$ cat config.mk
export PLATFORM = sky130hd
export DESIGN_NAME = grid_led_shadow_and_serial_codec
export DESIGN_NICKNAME = d
export VERILOG_FILES = /design/src/hdl/gls_pkg.sv /design/src/hdl/grid_led_shadow_and_serial_codec.sv /design/src/hdl/gls_bit_unit.sv /design/src/hdl/gls_shadow.sv
export SDC_FILE = /design/constraint.sdc
export NUM_CORES = 1
export LEC_CHECK = 0
export ABC_CLOCK_PERIOD_IN_PS = 6050
export BUFFER_PORTS_ARGS = -buffer_cell sky130_fd_sc_hd__buf_2
export CAP_MARGIN = 15
export CORE_ASPECT_RATIO = 0.5
export CORE_MARGIN = 3
export CORE_UTILIZATION = 64
export DETAILED_ROUTE_END_ITERATION = 10
export PLACE_DENSITY_LB_ADDON = 0.15
export SYNTH_ARGS = -nofsm -noshare
export SYNTH_HDL_FRONTEND = slang
export SYNTH_SLANG_ARGS = --single-unit
$ cat constraint.sdc
create_clock -name clk -period 6.05 [get_ports clk]
set_clock_uncertainty 0.05 [all_clocks]
set_input_delay 1.21 -clock clk [delete_from_list [all_inputs] [get_ports clk]]
set_output_delay 1.21 -clock clk [all_outputs]
set_load 0.1 [all_outputs]
$ cat src/hdl/gls_pkg.sv
`timescale 1ns / 1ps
`default_nettype none
// ----------------------------------------------------------------------------
// gls_pkg
// Shared types and constants of the grid led shadow and serial codec.
// ----------------------------------------------------------------------------
package gls_pkg;

    // operation codes of an input word
    typedef enum logic [2:0] {
        OP_SET_LED   = 3'd0,
        OP_TOGGLE    = 3'd1,
        OP_SET_ROW   = 3'd2,
        OP_SET_COL   = 3'd3,
        OP_REDRAW    = 3'd4,
        OP_INTENSITY = 3'd5,
        OP_SHUTDOWN  = 3'd6,
        OP_RX_BYTE   = 3'd7
    } op_t;

    // command nibbles of the serial protocol
    localparam logic [3:0] CMD_PRESS     = 4'h0;
    localparam logic [3:0] CMD_LED       = 4'h2;
    localparam logic [3:0] CMD_INTENSITY = 4'h3;
    localparam logic [3:0] CMD_SHUTDOWN  = 4'h6;
    localparam logic [3:0] CMD_ROW       = 4'h7;
    localparam logic [3:0] CMD_COLUMN    = 4'h8;

    // result kinds
    localparam logic KIND_MSG   = 1'b0;
    localparam logic KIND_PRESS = 1'b1;

    // one result word, without the last flag
    typedef struct packed {
        logic       kind;
        logic [7:0] first_byte;
        logic [7:0] second_byte;
        logic [3:0] press_x;
        logic [3:0] press_y;
        logic [3:0] press_state;
    } res_t;

    // outputs of the shared bit update unit
    typedef struct packed {
        logic [7:0] new_row;
        logic       cur_bit;
        logic       new_bit;
        logic       changed;
    } bit_res_t;

endpackage
`default_nettype wire

$ cat src/hdl/grid_led_shadow_and_serial_codec.sv
`timescale 1ns / 1ps
`default_nettype none
// ----------------------------------------------------------------------------
// grid_led_shadow_and_serial_codec
// Host side of an 8x8 button-grid serial link: led shadow, message encoder
// and received-frame decoder, run by a small sequencer around one bit unit.
// ----------------------------------------------------------------------------
//  channel  handshake             payload
//  in       in_valid / in_ready   op, x_pos, y_pos, value
//  out      out_valid / out_ready kind, first_byte, second_byte, press_x,
//                                 press_y, press_state, last
//
//  rx bytes and set row/intensity/shutdown are taken in idle, any result
//  being loaded from the emit state; set/toggle led reads the row, then
//  updates it; set column reads and writes each row, redraw reads and emits
//  each row, rows = min(GRID_ROWS, 8); the shadow has one registered read port.
//  in_ready is high only while the sequencer is idle.
//  reset clears the sequencer, rx framing and the shadow valid bits at once.
//  a stalled out_ready holds any emitting state in place, nothing is dropped.
// ----------------------------------------------------------------------------
module grid_led_shadow_and_serial_codec
    import gls_pkg::*;
#(
    parameter int GRID_ROWS = 8
)
(
    input  wire logic       clk,
    input  wire logic       rst_n,
    input  wire logic       in_valid,
    output logic            in_ready,
    input  wire logic [2:0] op,
    input  wire logic [2:0] x_pos,
    input  wire logic [2:0] y_pos,
    input  wire logic [7:0] value,
    output logic            out_valid,
    input  wire logic       out_ready,
    output logic            kind,
    output logic      [7:0] first_byte,
    output logic      [7:0] second_byte,
    output logic      [3:0] press_x,
    output logic      [3:0] press_y,
    output logic      [3:0] press_state,
    output logic            last
);

    // only rows a 3-bit index can reach are stored
    localparam int ROW_COUNT = (GRID_ROWS < 8) ? GRID_ROWS : 8;
    localparam int ROW_AW    = (ROW_COUNT > 1) ? $clog2(ROW_COUNT) : 1;
    localparam logic [4:0]        GRID_LIM = 5'(GRID_ROWS);
    localparam logic [ROW_AW-1:0] LAST_ROW = ROW_AW'(ROW_COUNT - 1);

    // sequencer states
    typedef enum logic [6:0] {
        ST_IDLE     = 7'b0000001,
        ST_LED      = 7'b0000010,
        ST_COL_RD   = 7'b0000100,
        ST_COL_WR   = 7'b0001000,
        ST_DRAW_RD  = 7'b0010000,
        ST_DRAW_OUT = 7'b0100000,
        ST_EMIT     = 7'b1000000
    } state_t;

    state_t            state_reg, state_next;
    op_t               op_in;
    op_t               op_reg, op_next;
    logic [2:0]        x_reg, x_next;
    logic [2:0]        y_reg, y_next;
    logic [7:0]        val_reg, val_next;
    logic [ROW_AW-1:0] cnt_reg, cnt_next;
    res_t              res_reg, res_next;
    logic              phase_reg, phase_next;
    logic [7:0]        held_reg, held_next;

    // output register
    logic              out_valid_reg, out_valid_next;
    res_t              out_reg, out_next;
    logic              out_last_reg, out_last_next;
    logic              out_free;
    logic              out_load;

    // shadow memory ports
    logic              wr_en;
    logic [ROW_AW-1:0] wr_addr;
    logic [7:0]        wr_data;
    logic              rd_en;
    logic [ROW_AW-1:0] rd_addr;
    logic [7:0]        rd_data;

    // shared bit unit
    logic              bu_toggle;
    logic              bu_set;
    bit_res_t          bu_res;

    logic              accept;
    logic              y_in_ok;
    logic              col_bit;

    assign op_in    = op_t'(op);
    assign in_ready = (state_reg == ST_IDLE);
    assign accept   = in_valid && in_ready;
    assign y_in_ok  = ({2'b00, y_pos} < GRID_LIM);
    assign out_free = !out_valid_reg || out_ready;
    assign col_bit  = val_reg[3'(cnt_reg)];

    gls_shadow #(
        .ROWS (ROW_COUNT)
    ) u_shadow (
        .clk     (clk),
        .rst_n   (rst_n),
        .wr_en   (wr_en),
        .wr_addr (wr_addr),
        .wr_data (wr_data),
        .rd_en   (rd_en),
        .rd_addr (rd_addr),
        .rd_data (rd_data)
    );

    // set/toggle led and set column share this unit
    assign bu_toggle = (state_reg == ST_LED) && (op_reg == OP_TOGGLE);
    assign bu_set    = (state_reg == ST_LED) ? val_reg[0] : col_bit;

    gls_bit_unit u_bit (
        .row     (rd_data),
        .idx     (x_reg),
        .toggle  (bu_toggle),
        .set_val (bu_set),
        .res     (bu_res)
    );

    always_comb
    begin
        state_next     = state_reg;
        op_next        = op_reg;
        x_next         = x_reg;
        y_next         = y_reg;
        val_next       = val_reg;
        cnt_next       = cnt_reg;
        res_next       = res_reg;
        phase_next     = phase_reg;
        held_next      = held_reg;
        out_load       = 1'b0;
        out_next       = out_reg;
        out_last_next  = out_last_reg;
        wr_en          = 1'b0;
        wr_addr        = y_pos[ROW_AW-1:0];
        wr_data        = value;
        rd_en          = 1'b0;
        rd_addr        = y_pos[ROW_AW-1:0];

        unique case (state_reg)
            ST_IDLE:
            begin
                if (accept)
                begin
                    op_next  = op_in;
                    x_next   = x_pos;
                    y_next   = y_pos;
                    val_next = value;
                    cnt_next = '0;
                    res_next = '{kind: KIND_MSG, first_byte: 8'h00,
                                 second_byte: value, press_x: 4'h0,
                                 press_y: 4'h0, press_state: 4'h0};
                    unique case (op_in)
                        OP_SET_LED, OP_TOGGLE:
                        begin
                            // rows beyond the grid: nothing to do
                            if (y_in_ok)
                            begin
                                rd_en      = 1'b1;
                                state_next = ST_LED;
                            end
                        end
                        OP_SET_ROW:
                        begin
                            wr_en               = y_in_ok;
                            res_next.first_byte = {CMD_ROW, 1'b0, y_pos};
                            state_next          = ST_EMIT;
                        end
                        OP_SET_COL:
                        begin
                            state_next = ST_COL_RD;
                        end
                        OP_REDRAW:
                        begin
                            state_next = ST_DRAW_RD;
                        end
                        OP_INTENSITY:
                        begin
                            res_next.first_byte = {CMD_INTENSITY, 4'h0};
                            state_next          = ST_EMIT;
                        end
                        OP_SHUTDOWN:
                        begin
                            res_next.first_byte = {CMD_SHUTDOWN, 4'h0};
                            state_next          = ST_EMIT;
                        end
                        OP_RX_BYTE:
                        begin
                            if (!phase_reg)
                            begin
                                // first byte of a frame is only held
                                phase_next = 1'b1;
                                held_next  = value;
                            end
                            else
                            begin
                                phase_next = 1'b0;
                                // only address zero frames are press events
                                if (held_reg[7:4] == CMD_PRESS)
                                begin
                                    res_next = '{kind: KIND_PRESS,
                                                 first_byte: held_reg,
                                                 second_byte: value,
                                                 press_x: value[7:4],
                                                 press_y: value[3:0],
                                                 press_state: held_reg[3:0]};
                                    state_next = ST_EMIT;
                                end
                            end
                        end
                        default:
                        begin
                            state_next = ST_IDLE;
                        end
                    endcase
                end
            end

            ST_LED:
            begin
                if (!bu_res.changed)
                begin
                    state_next = ST_IDLE;
                end
                else if (out_free)
                begin
                    wr_en         = 1'b1;
                    wr_addr       = y_reg[ROW_AW-1:0];
                    wr_data       = bu_res.new_row;
                    out_load      = 1'b1;
                    out_next      = '{kind: KIND_MSG,
                                      first_byte: {CMD_LED, 3'b000, bu_res.new_bit},
                                      second_byte: {1'b0, x_reg, 1'b0, y_reg},
                                      press_x: 4'h0, press_y: 4'h0,
                                      press_state: 4'h0};
                    out_last_next = 1'b1;
                    state_next    = ST_IDLE;
                end
            end

            ST_COL_RD:
            begin
                rd_en      = 1'b1;
                rd_addr    = cnt_reg;
                state_next = ST_COL_WR;
            end

            ST_COL_WR:
            begin
                wr_en   = 1'b1;
                wr_addr = cnt_reg;
                wr_data = bu_res.new_row;
                if (cnt_reg == LAST_ROW)
                begin
                    res_next.first_byte = {CMD_COLUMN, 1'b0, x_reg};
                    state_next          = ST_EMIT;
                end
                else
                begin
                    cnt_next   = cnt_reg + 1'b1;
                    state_next = ST_COL_RD;
                end
            end

            ST_DRAW_RD:
            begin
                rd_en      = 1'b1;
                rd_addr    = cnt_reg;
                state_next = ST_DRAW_OUT;
            end

            ST_DRAW_OUT:
            begin
                if (out_free)
                begin
                    out_load      = 1'b1;
                    out_next      = '{kind: KIND_MSG,
                                      first_byte: {CMD_ROW, 4'(cnt_reg)},
                                      second_byte: rd_data,
                                      press_x: 4'h0, press_y: 4'h0,
                                      press_state: 4'h0};
                    out_last_next = (cnt_reg == LAST_ROW);
                    if (cnt_reg == LAST_ROW)
                    begin
                        state_next = ST_IDLE;
                    end
                    else
                    begin
                        cnt_next   = cnt_reg + 1'b1;
                        state_next = ST_DRAW_RD;
                    end
                end
            end

            ST_EMIT:
            begin
                if (out_free)
                begin
                    out_load      = 1'b1;
                    out_next      = res_reg;
                    out_last_next = 1'b1;
                    state_next    = ST_IDLE;
                end
            end

            default:
            begin
                state_next = ST_IDLE;
            end
        endcase

        out_valid_next = out_load || (out_valid_reg && !out_ready);
    end

    always_ff @(posedge clk or negedge rst_n)
    begin
        if (!rst_n)
        begin
            state_reg     <= ST_IDLE;
            phase_reg     <= 1'b0;
            held_reg      <= 8'h00;
            out_valid_reg <= 1'b0;
            cnt_reg       <= '0;
        end
        else
        begin
            state_reg     <= state_next;
            phase_reg     <= phase_next;
            held_reg      <= held_next;
            out_valid_reg <= out_valid_next;
            cnt_reg       <= cnt_next;
        end
    end

    // payload registers
    always_ff @(posedge clk)
    begin
        op_reg       <= op_next;
        x_reg        <= x_next;
        y_reg        <= y_next;
        val_reg      <= val_next;
        res_reg      <= res_next;
        out_reg      <= out_next;
        out_last_reg <= out_last_next;
    end

    assign out_valid   = out_valid_reg;
    assign kind        = out_reg.kind;
    assign first_byte  = out_reg.first_byte;
    assign second_byte = out_reg.second_byte;
    assign press_x     = out_reg.press_x;
    assign press_y     = out_reg.press_y;
    assign press_state = out_reg.press_state;
    assign last        = out_last_reg;

endmodule
`default_nettype wire

$ cat src/hdl/gls_bit_unit.sv
`timescale 1ns / 1ps
`default_nettype none
// ----------------------------------------------------------------------------
// gls_bit_unit
// Shared read-modify unit: sets or toggles one bit of a row byte.
// ----------------------------------------------------------------------------
module gls_bit_unit
    import gls_pkg::*;
(
    input  wire logic [7:0] row,
    input  wire logic [2:0] idx,
    input  wire logic       toggle,
    input  wire logic       set_val,
    output bit_res_t        res
);

    logic cur;
    logic nb;

    always_comb
    begin
        cur         = row[idx];
        nb          = toggle ? ~cur : set_val;
        res.cur_bit = cur;
        res.new_bit = nb;
        res.changed = (cur != nb);
        res.new_row = (row & ~(8'b1 << idx)) | (8'(nb) << idx);
    end

endmodule
`default_nettype wire

$ cat src/hdl/gls_shadow.sv
`timescale 1ns / 1ps
`default_nettype none
// ----------------------------------------------------------------------------
// gls_shadow
// LED shadow memory: one byte per row, one write and one registered read port.
// ----------------------------------------------------------------------------
module gls_shadow
    import gls_pkg::*;
#(
    parameter int ROWS = 8
)
(
    input  wire logic                                   clk,
    input  wire logic                                   rst_n,
    input  wire logic                                   wr_en,
    input  wire logic [((ROWS > 1) ? $clog2(ROWS) : 1)-1:0] wr_addr,
    input  wire logic [7:0]                             wr_data,
    input  wire logic                                   rd_en,
    input  wire logic [((ROWS > 1) ? $clog2(ROWS) : 1)-1:0] rd_addr,
    output logic      [7:0]                             rd_data
);

    logic [7:0]      mem [ROWS];
    logic [ROWS-1:0] vld_reg;
    logic [ROWS-1:0] vld_next;
    logic [7:0]      rdat_reg;
    logic            rvld_reg;

    // entries read as zero until first written
    always_comb
    begin
        vld_next = vld_reg;
        if (wr_en)
        begin
            vld_next[wr_addr] = 1'b1;
        end
    end

    always_ff @(posedge clk or negedge rst_n)
    begin
        if (!rst_n)
        begin
            vld_reg  <= '0;
            rvld_reg <= 1'b0;
        end
        else
        begin
            vld_reg <= vld_next;
            if (rd_en)
            begin
                rvld_reg <= vld_reg[rd_addr];
            end
        end
    end

    always_ff @(posedge clk)
    begin
        if (wr_en)
        begin
            mem[wr_addr] <= wr_data;
        end
        if (rd_en)
        begin
            rdat_reg <= mem[rd_addr];
        end
    end

    assign rd_data = rvld_reg ? rdat_reg : 8'h00;

endmodule
`default_nettype wire
==> impl_metrics.tcl <==
set metrics [dict create \
    critical_path.endpoint "u_shadow.mem[2][2]" \
    layout_commonest_cell "edfxtp_1" \
    synth-seq-cells 169 \
    period_minus_slack_ns 3.96 \
    yosysSeqAreaShare 0.681 \
    grt_pass1_wl_um 24200 \
    setup_viol_count_final 0 \
    place_ws_ns 1.89 \
    setup_ws_ns 2.09 \
    r2r_start "state_reg[4]" \
    syn_avg_cell_area_sq_um 14.9 \
    syn_to_final_growth_pct 14.2 \
    io_buffers 52 \
    worst_pin_slew_ns 1.09 \
    cts_buffers 17 \
    dp.cells 668 \
    post_cts_buffers 0 \
    critPathLaunchType "flip-flop" \
    grt_max_degree 34 \
    max_freq_mhz 252 \
    p_per_area_nw_per_um2 379 \
    grt_use_met3 0.0436 \
    wl_per_cell_um 21.6 \
    num_vias 4476 \
    n_fill_cell 629 \
    grt_overflow 0 \
    synthTopCellsByArea "edfxtp_1, dfrtp_1, mux4_2" \
    diodes 0 \
    drt_first_pass_iters 5 \
    hold_buffers 0 \
    wl_um 15200 \
    clkTransAtPathRegs_ns 0.06 \
    layout_common_cells "edfxtp_1, buf_2, nand2_1" \
    netlist_instances 487 \
    cp-end-kind "flip-flop" \
    path_class "flip-flop to flip-flop" \
    die_h_um 81.2 \
    cp_data_arrival_time_ns 3.95 \
    r2r_cells 7 \
    die_x_um 156 \
    finish.cell_count_without_fillers 703 \
    drc_errors 0 \
    drv_cap 0 \
    dieArea_sq_um 12700 \
    synth-warning-count 0 \
    clock_path_buffers 2 \
    gr-usage-met2 0.403 \
    ys.flop_type "edfxtp_1" \
    core-area_sq_um 10600 \
    grt_usage 0.257 \
    cts_tree "done" \
    largest_reg_flops 64 \
    r2r_end "u_shadow.mem[2][2]" \
    path_max_fanout 12 \
    async_reset_ff_frac 0.172 \
    synth_edf_count 140 \
    leakage_nw 3.07 \
    grt_use_met1 0.383 \
    syn_area_sq_um 7240 \
    num_rows 26 \
    slew_headroom 0.253 \
    nNetsFinal 573 \
    synth_top_area_frac 0.581 \
    required_ns 6.03 \
    hpwl_um 10300 \
    fin_crit_sh 0.655 \
    syn-num-nets 510 \
    min_path_type "flip-flop to flip-flop" \
    clk_latency_ns 0.42 \
    vdd_drop_max_mv 0.225 \
    antenna_found_initial 0 \
    cts-root-buf "clkbuf_16" \
    finalHoldViolCount 0 \
    drtAntennaViolNets 0 \
    drive_gt1_frac 0.270 \
    initial_utilization 0.683 \
    io_pins 53 \
    synth_largest_area_cell "edfxtp_1" \
    status "finished clean" \
    synth_cell_types 50 \
    clock-sinks 169 \
    startpoint "state_reg[4]" \
    grt_pass1_vias 4259 \
    ff2ff_setup_slack_ns 2.09 \
    gr-max-usage-layer "met2" \
    cts.repair.resized 0 \
    htreeDepth 4 \
    rsz0062_at_grt "no" \
    gp_congestion 0.874 \
    drt-initial-drc-count 566 \
    fin_tns_setup_ns 0 \
    slew_violations 0 \
    vias_per_cell 6.37 \
]
==> area by class of cell <==
type,instances,area (sq um),area share
flip-flops and latches,169,4930,0.596
multi-input cells,287,2200,0.267
clock buffers,19,433,0.0524
repair buffers,65,353,0.0427
well taps,140,175,0.0212
clock inverters,13,135,0.0163
inverters,10,37.5,0.00454
==> metrics by stage <==
step / hold WS (ns) / utilization / cell area [sq um] / total power [mW]
6_report: 0.414 / 0.780 / 8270 / 3.13
4_1_cts: 0.415 / 0.778 / 8250 / 3.13
2_1_floorplan: 0.381 / - / 7240 / 1.96
5_1_grt: 0.441 / 0.780 / 8270 / 3.25
3_3_place_gp: 0.394 / 0.725 / 7680 / 2.09
3_5_place_dp: 0.399 / 0.725 / 7680 / 2.11
==> critical path, cell delays in order, from the launching register on <==
cell     delay [ns]
dfrtp_1        0.46
or2_1          0.30
or4_4          0.45
nor3b_4        0.36
nand2_2        0.24
or3_1          0.43
a221o_1        0.46
nor3_1         0.83
==> worst min-delay path by stage <==
stage / from / to / slack (ns) / cells after the start
after global placement: u_shadow.vld_reg[5] / u_shadow.vld_reg[5] / 0.39 / 2
after detailed placement: u_shadow.vld_reg[4] / u_shadow.vld_reg[4] / 0.40 / 2
final: u_shadow.vld_reg[4] / u_shadow.vld_reg[4] / 0.41 / 2
after floorplan: u_shadow.vld_reg[1] / u_shadow.vld_reg[1] / 0.38 / 2
after global routing: u_shadow.vld_reg[1] / u_shadow.vld_reg[1] / 0.44 / 2
after CTS: u_shadow.vld_reg[4] / u_shadow.vld_reg[4] / 0.41 / 2
==> Yosys cell counts, drive strengths merged (2+ instances only) <==
library cell	count
o31ai	10
o221ai	2
a22oi	4
xor2	2
mux4	20
nor3b	4
clkbuf	19
a221o	5
or2	3
a32o	2
dfrtp	28
nand2b	8
ha	2
nor2	26
mux2	26
o211ai	4
nand3	7
a32oi	4
nor4	3
o21ai	17
a31oi	3
edfxtp	140
inv	10
and2	30
nand2	44
a22o	4
nand4	3
nor2b	6
and3	4
buf	2
a21oi	14
nor3	13
mux2i	7
==> per-layer routing <==
layer | routed length (um) | up-vias | part of all wire
met2 | 7080 | 217 | 0.47
met5 | 0 | - | 0
li1 | - | 1998 | -
met3 | 1220 | 16 | 0.080
met1 | 6750 | 2245 | 0.44
met4 | 135 | 0 | 0.0089
==> report_power, final <==
group,internal (mW),switching (mW),leakage (nW),total [mW]
sequential,1.43,0.0796,1.64,1.51
clock,0.579,0.461,0.265,1.04
combinational,0.172,0.410,1.16,0.582
==> cells by family (layout without fill, tap and decap cells) <==
family,after synthesis,in the layout,synth area share
adder cells (fa/ha/maj),2,2,0.00345
buffers and inverters,31,107,0.0176
multiplexers,53,53,0.113
AND/OR/NAND/NOR,155,155,0.112
flip-flops,169,169,0.681
XOR/XNOR,3,3,0.00363
AO/OA/AOI/OAI,74,74,0.0700
Power figures use the tool's default switching activity.
